$ cat src/oaht_pkg.sv
`timescale 1ns / 1ps
package oaht_pkg;
  localparam int SLOTS = 256;
  localparam int NAME_MAX = 64;
  localparam int SLOT_W = 8;
  localparam int NPOS_W = 6;
  localparam int NLEN_W = 7;
  localparam int MOD_W = 9;
  localparam int SUM_W = 14;

  localparam logic [1:0] MODE_BYTE   = 2'd0;
  localparam logic [1:0] MODE_INSERT = 2'd1;
  localparam logic [1:0] MODE_LOOKUP = 2'd2;
  localparam logic [1:0] MODE_CLEAR  = 2'd3;

  localparam logic [2:0] ST_BYTE     = 3'd0;
  localparam logic [2:0] ST_INSERTED = 3'd1;
  localparam logic [2:0] ST_FOUND    = 3'd2;
  localparam logic [2:0] ST_MISSING  = 3'd3;
  localparam logic [2:0] ST_FULL     = 3'd4;
  localparam logic [2:0] ST_TOO_LONG = 3'd5;

  // Request passed from the front part to the back part.
  typedef struct packed {
    logic [1:0]        mode;
    logic [6:0]        char_code;
    logic [15:0]       date;
    logic [SUM_W-1:0]  sum;
  } req_t;
endpackage

$ cat src/oaht_front.sv
`timescale 1ns / 1ps
module oaht_front (
  input  logic            clk,
  input  logic            rst_n,
  input  logic            in_valid,
  output logic            in_ready,
  input  logic [24:0]     in_data,
  output logic            q_valid,
  input  logic            q_ready,
  output oaht_pkg::req_t  q_req
);
  import oaht_pkg::*;

  // Two-entry queue; the front also keeps a running byte sum of the key name.
  req_t            q_mem_r [2];
  logic            wp_r, wp_nxt, rp_r, rp_nxt;
  logic [1:0]      cnt_r, cnt_nxt;
  logic [SUM_W-1:0] sum_r, sum_nxt;
  logic [NLEN_W-1:0] len_r, len_nxt;
  req_t            req;
  logic            push, pop;
  logic [1:0]      mode;

  assign mode     = in_data[1:0];
  assign in_ready = (cnt_r != 2'd2);
  assign push     = in_valid && in_ready;
  assign q_valid  = (cnt_r != 2'd0);
  assign pop      = q_valid && q_ready;
  assign q_req    = q_mem_r[rp_r];

  always_comb begin
    req.mode      = mode;
    req.char_code = in_data[8:2];
    req.date      = {in_data[13:9], in_data[17:14], in_data[24:18]};
    req.sum       = sum_r + SUM_W'(in_data[13:9]) + SUM_W'(in_data[17:14])
                    + SUM_W'(in_data[24:18]);
    sum_nxt = sum_r;
    len_nxt = len_r;
    if (push) begin
      unique case (mode)
        MODE_BYTE: begin
          if (len_r < NLEN_W'(NAME_MAX)) begin
            sum_nxt = sum_r + SUM_W'(in_data[8:2]);
            len_nxt = len_r + 1'b1;
          end
        end
        default: begin
          sum_nxt = '0;
          len_nxt = '0;
        end
      endcase
    end
    wp_nxt  = push ? ~wp_r : wp_r;
    rp_nxt  = pop ? ~rp_r : rp_r;
    cnt_nxt = cnt_r + {1'b0, push} - {1'b0, pop};
  end

  always_ff @(posedge clk) begin
    if (!rst_n) begin
      wp_r <= 1'b0; rp_r <= 1'b0; cnt_r <= '0; sum_r <= '0; len_r <= '0;
    end else begin
      wp_r <= wp_nxt; rp_r <= rp_nxt; cnt_r <= cnt_nxt;
      sum_r <= sum_nxt; len_r <= len_nxt;
    end
  end

  always_ff @(posedge clk) begin
    if (push) q_mem_r[wp_r] <= req;
  end
endmodule

$ cat config.mk
export PLATFORM = sky130hd
export DESIGN_NAME = oaht_front
export DESIGN_NICKNAME = d
export VERILOG_FILES = /design/src/oaht_pkg.sv /design/src/oaht_front.sv
export SDC_FILE = /design/constraint.sdc
export NUM_CORES = 1
export LEC_CHECK = 0
export BUFFER_PORTS_ARGS = -buffer_cell sky130_fd_sc_hd__buf_2
export CORE_MARGIN = 3
export CORE_UTILIZATION = 30
export CTS_CLUSTER_DIAMETER = 150
export DETAILED_ROUTE_END_ITERATION = 12
export PLACE_DENSITY_LB_ADDON = 0.1
export SYNTH_ARGS = -nofsm -noshare
export SYNTH_HDL_FRONTEND = slang
export SYNTH_SLANG_ARGS = --single-unit
$ cat constraint.sdc
create_clock -name clk -period 3.8 [get_ports clk]
set_clock_uncertainty 0.2 [all_clocks]
set_input_delay 0.57 -clock clk [delete_from_list [all_inputs] [get_ports clk]]
set_output_delay 0.57 -clock clk [all_outputs]
set_load 0.1 [all_outputs]
==> out/metrics.yaml <==
crit_start: "in_data[10]"
placed_cells: 649
synth_area_leaders: "edfxtp_1, dfxtp_1, mux2_2"
crit_path_start_kind: "input port"
multiInputGateArea_um2: 2030
layout-drive-gt1-share: 0.321
synth_edf_count: 78
synth_top_area_frac: 0.467
drt-initial-drc-count: 133
worst-r2r-setup-slack_ns: 0.74
status: "completed"
worst_pin_slew_ns: 1.05
grt_antenna_before_repair: 0
yosysUniqueCellTypes: 50
area_growth_pct: 19.8
rsz0062_at_grt: "no"
place_area_um2: 5670
place_congestion: 0.791
finalWorstSetupSlack_ns: 0.231
crit_type: "input port to flip-flop"
finalCritPeriodShare: 0.939
viasPerCell: 4.59
finalMaxSlewViolations: 0
initial_utilization: 0.311
postCtsSetupBuffers: 0
path_max_fanout: 3
finalInstanceArea_um2: 6000
powerDensity_nw_per_um2: 736
rr_worst_depth: 8
grt_pass1_wl_um: 16900
dpl_worst_slack_ns: -0.123
detail-route-antenna-nets: 0
core_um2: 16100
synth_top_flop_cell: "edfxtp_1"
postRouteWirelength_um: 10400
hold_class: "input port to flip-flop"
seq_area_um2: 2860
die_area_um2: 18300
cts_buffers: 9
track_usage: 0.120
dr_total_vias: 3055
endpoint_kind: "flip-flop"
numClockSinks: 104
drt_pass1_iterations: 4
drv_cap: 0
hpwl_um: 7530
io_pins: 70
grt_max_degree: 40
synth_nets: 429
relSlewSlack: 0.301
finalCriticalPeriod_ns: 3.57
routedWlPerCell_um: 15.7
crit_required_ns: 3.69
yosysMostFrequentCell: "edfxtp_1"
final_hold_viol_count: 0
ys_seq_elements: 104
fp-row-count: 46
n_fill_cell: 1619
grt_pass1_vias: 3170
ir_drop_v: 0.000250
hold_path_startpoint: "in_data[20]"
drc: 0
clk_pin_slew_ns: 0.07
gr-total-overflow: 0
clk_latency_ns: 0.35
yosys-top-cells-count: "edfxtp_1, mux2_2, dfxtp_1, ha_1, inv_1"
die_h_um: 135
cts_tree: "yes"
setup_viol: 0
fmax_mhz: 280
clock-root-buffer: "clkbuf_16"
clock_path_buffers: 2
finalNetCount: 508
synth_area_leader_cell: "edfxtp_1"
p_leak_nw: 2.30
htreeDepth: 3
diodes: 0
hold_depth: 1
layout.cells.non_filler: 665
die_w_um: 135
r2r-start: "sum_r[1]"
yosys_warnings: 0
portBuffers: 69
arrival_ns: 3.46
netlist_area_um2: 5010
synth_async_sr_flop_share: 0
post_synth.cell_area_avg_um2: 13.7
ctsResizeCount: 0
synth-seq-area-share: 0.571
hold_buffers: 0
syn_inst: 365
[cells in the final DEF, fill, tap and decap left out, types with 3 or more instances in the layout]
| cell type | count |
|---|---|
| inv_1 | 20 |
| o21bai_1 | 3 |
| nand4_1 | 3 |
| nand3_1 | 7 |
| and2_1 | 5 |
| edfxtp_1 | 78 |
| o21ai_0 | 10 |
| clkbuf_16 | 10 |
| mux2_2 | 39 |
| ha_1 | 25 |
| nor4_1 | 6 |
| xnor2_1 | 18 |
| o211ai_1 | 3 |
| a21o_1 | 4 |
| a21oi_1 | 15 |
| buf_2 | 69 |
| o21a_1 | 4 |
| xor2_1 | 4 |
| nor3_1 | 3 |
| or3_1 | 6 |
| nor2_1 | 15 |
| dfxtp_1 | 25 |
| nand2_1 | 4 |
| buf_4 | 8 |
| a211oi_1 | 4 |
| a22oi_1 | 5 |
| nor2b_1 | 12 |
| fa_1 | 10 |
[final cells by class]
type                            instances  share of cell area
Sequential cell                       104               0.477
Multi-Input combinational cell        231               0.339
Timing Repair Buffer                   78              0.0708
Clock buffer                           13              0.0452
Tap cell                              216              0.0450
Inverter                               20              0.0125
Clock inverter                          3              0.0106
[path summary, 6_finish.rpt]
kind	endpoint
min	q_mem_r[0][16]
max	q_mem_r[0][11]
max reg2reg	q_mem_r[0][11]
min reg2reg	sum_r[13]
[routing by layer]
layer  share of wire  track usage
met1            0.47        0.159
met2            0.47        0.192
met3           0.044       0.0260
met4           0.017       0.0487
met5               0            0
[stage by stage]
stage / hold slack, ns / power [mW] / TNS, ns / utilization
6_report: 0.222 / 4.42 / 0 / 0.373
2_1_floorplan: 0.270 / 3.11 / 0 / -
4_1_cts: 0.206 / 4.49 / 0 / 0.373
3_5_place_dp: 0.295 / 3.44 / -0.733 / 0.352
5_1_grt: 0.218 / 4.61 / 0 / 0.373
3_3_place_gp: 0.295 / 3.43 / -0.713 / 0.352
[registers in the layout, summed over array words and instances, names as in the netlist, named ones only]
name     flops
len_r        7
sum_r       14
rp_r         1
q_mem_r     78
cnt_r        2
wp_r         1
[worst max-delay path, stage by stage]
cell	delay, ns
buf_2	0.10
inv_1	0.06
fa_1	0.54
inv_1	0.06
fa_1	0.46
ha_1	0.24
fa_1	0.40
a211oi_1	0.29
o21ai_0	0.17
a21oi_1	0.32
nor2_1	0.09
xor2_1	0.16
[where the power goes]
| part | switching (mW) | internal, mW |
|---|---|---|
| Clock | 0.399 | 0.634 |
| Sequential | 0.0711 | 1.42 |
| Combinational | 1.49 | 0.401 |
| Total | 1.96 | 2.45 |
[cell families (layout without fill, tap and decap cells)]
logic type | after synthesis | in the layout | share of synthesized area
xor+xnor | 22 | 22 | 0.0384
mux | 41 | 41 | 0.0916
fa+ha+maj | 35 | 35 | 0.102
compound gates | 57 | 57 | 0.0764
buf+inv | 30 | 114 | 0.0247
flops | 104 | 104 | 0.571
simple gates | 76 | 76 | 0.0954
Note: power is estimated with default switching activity, not from simulation.
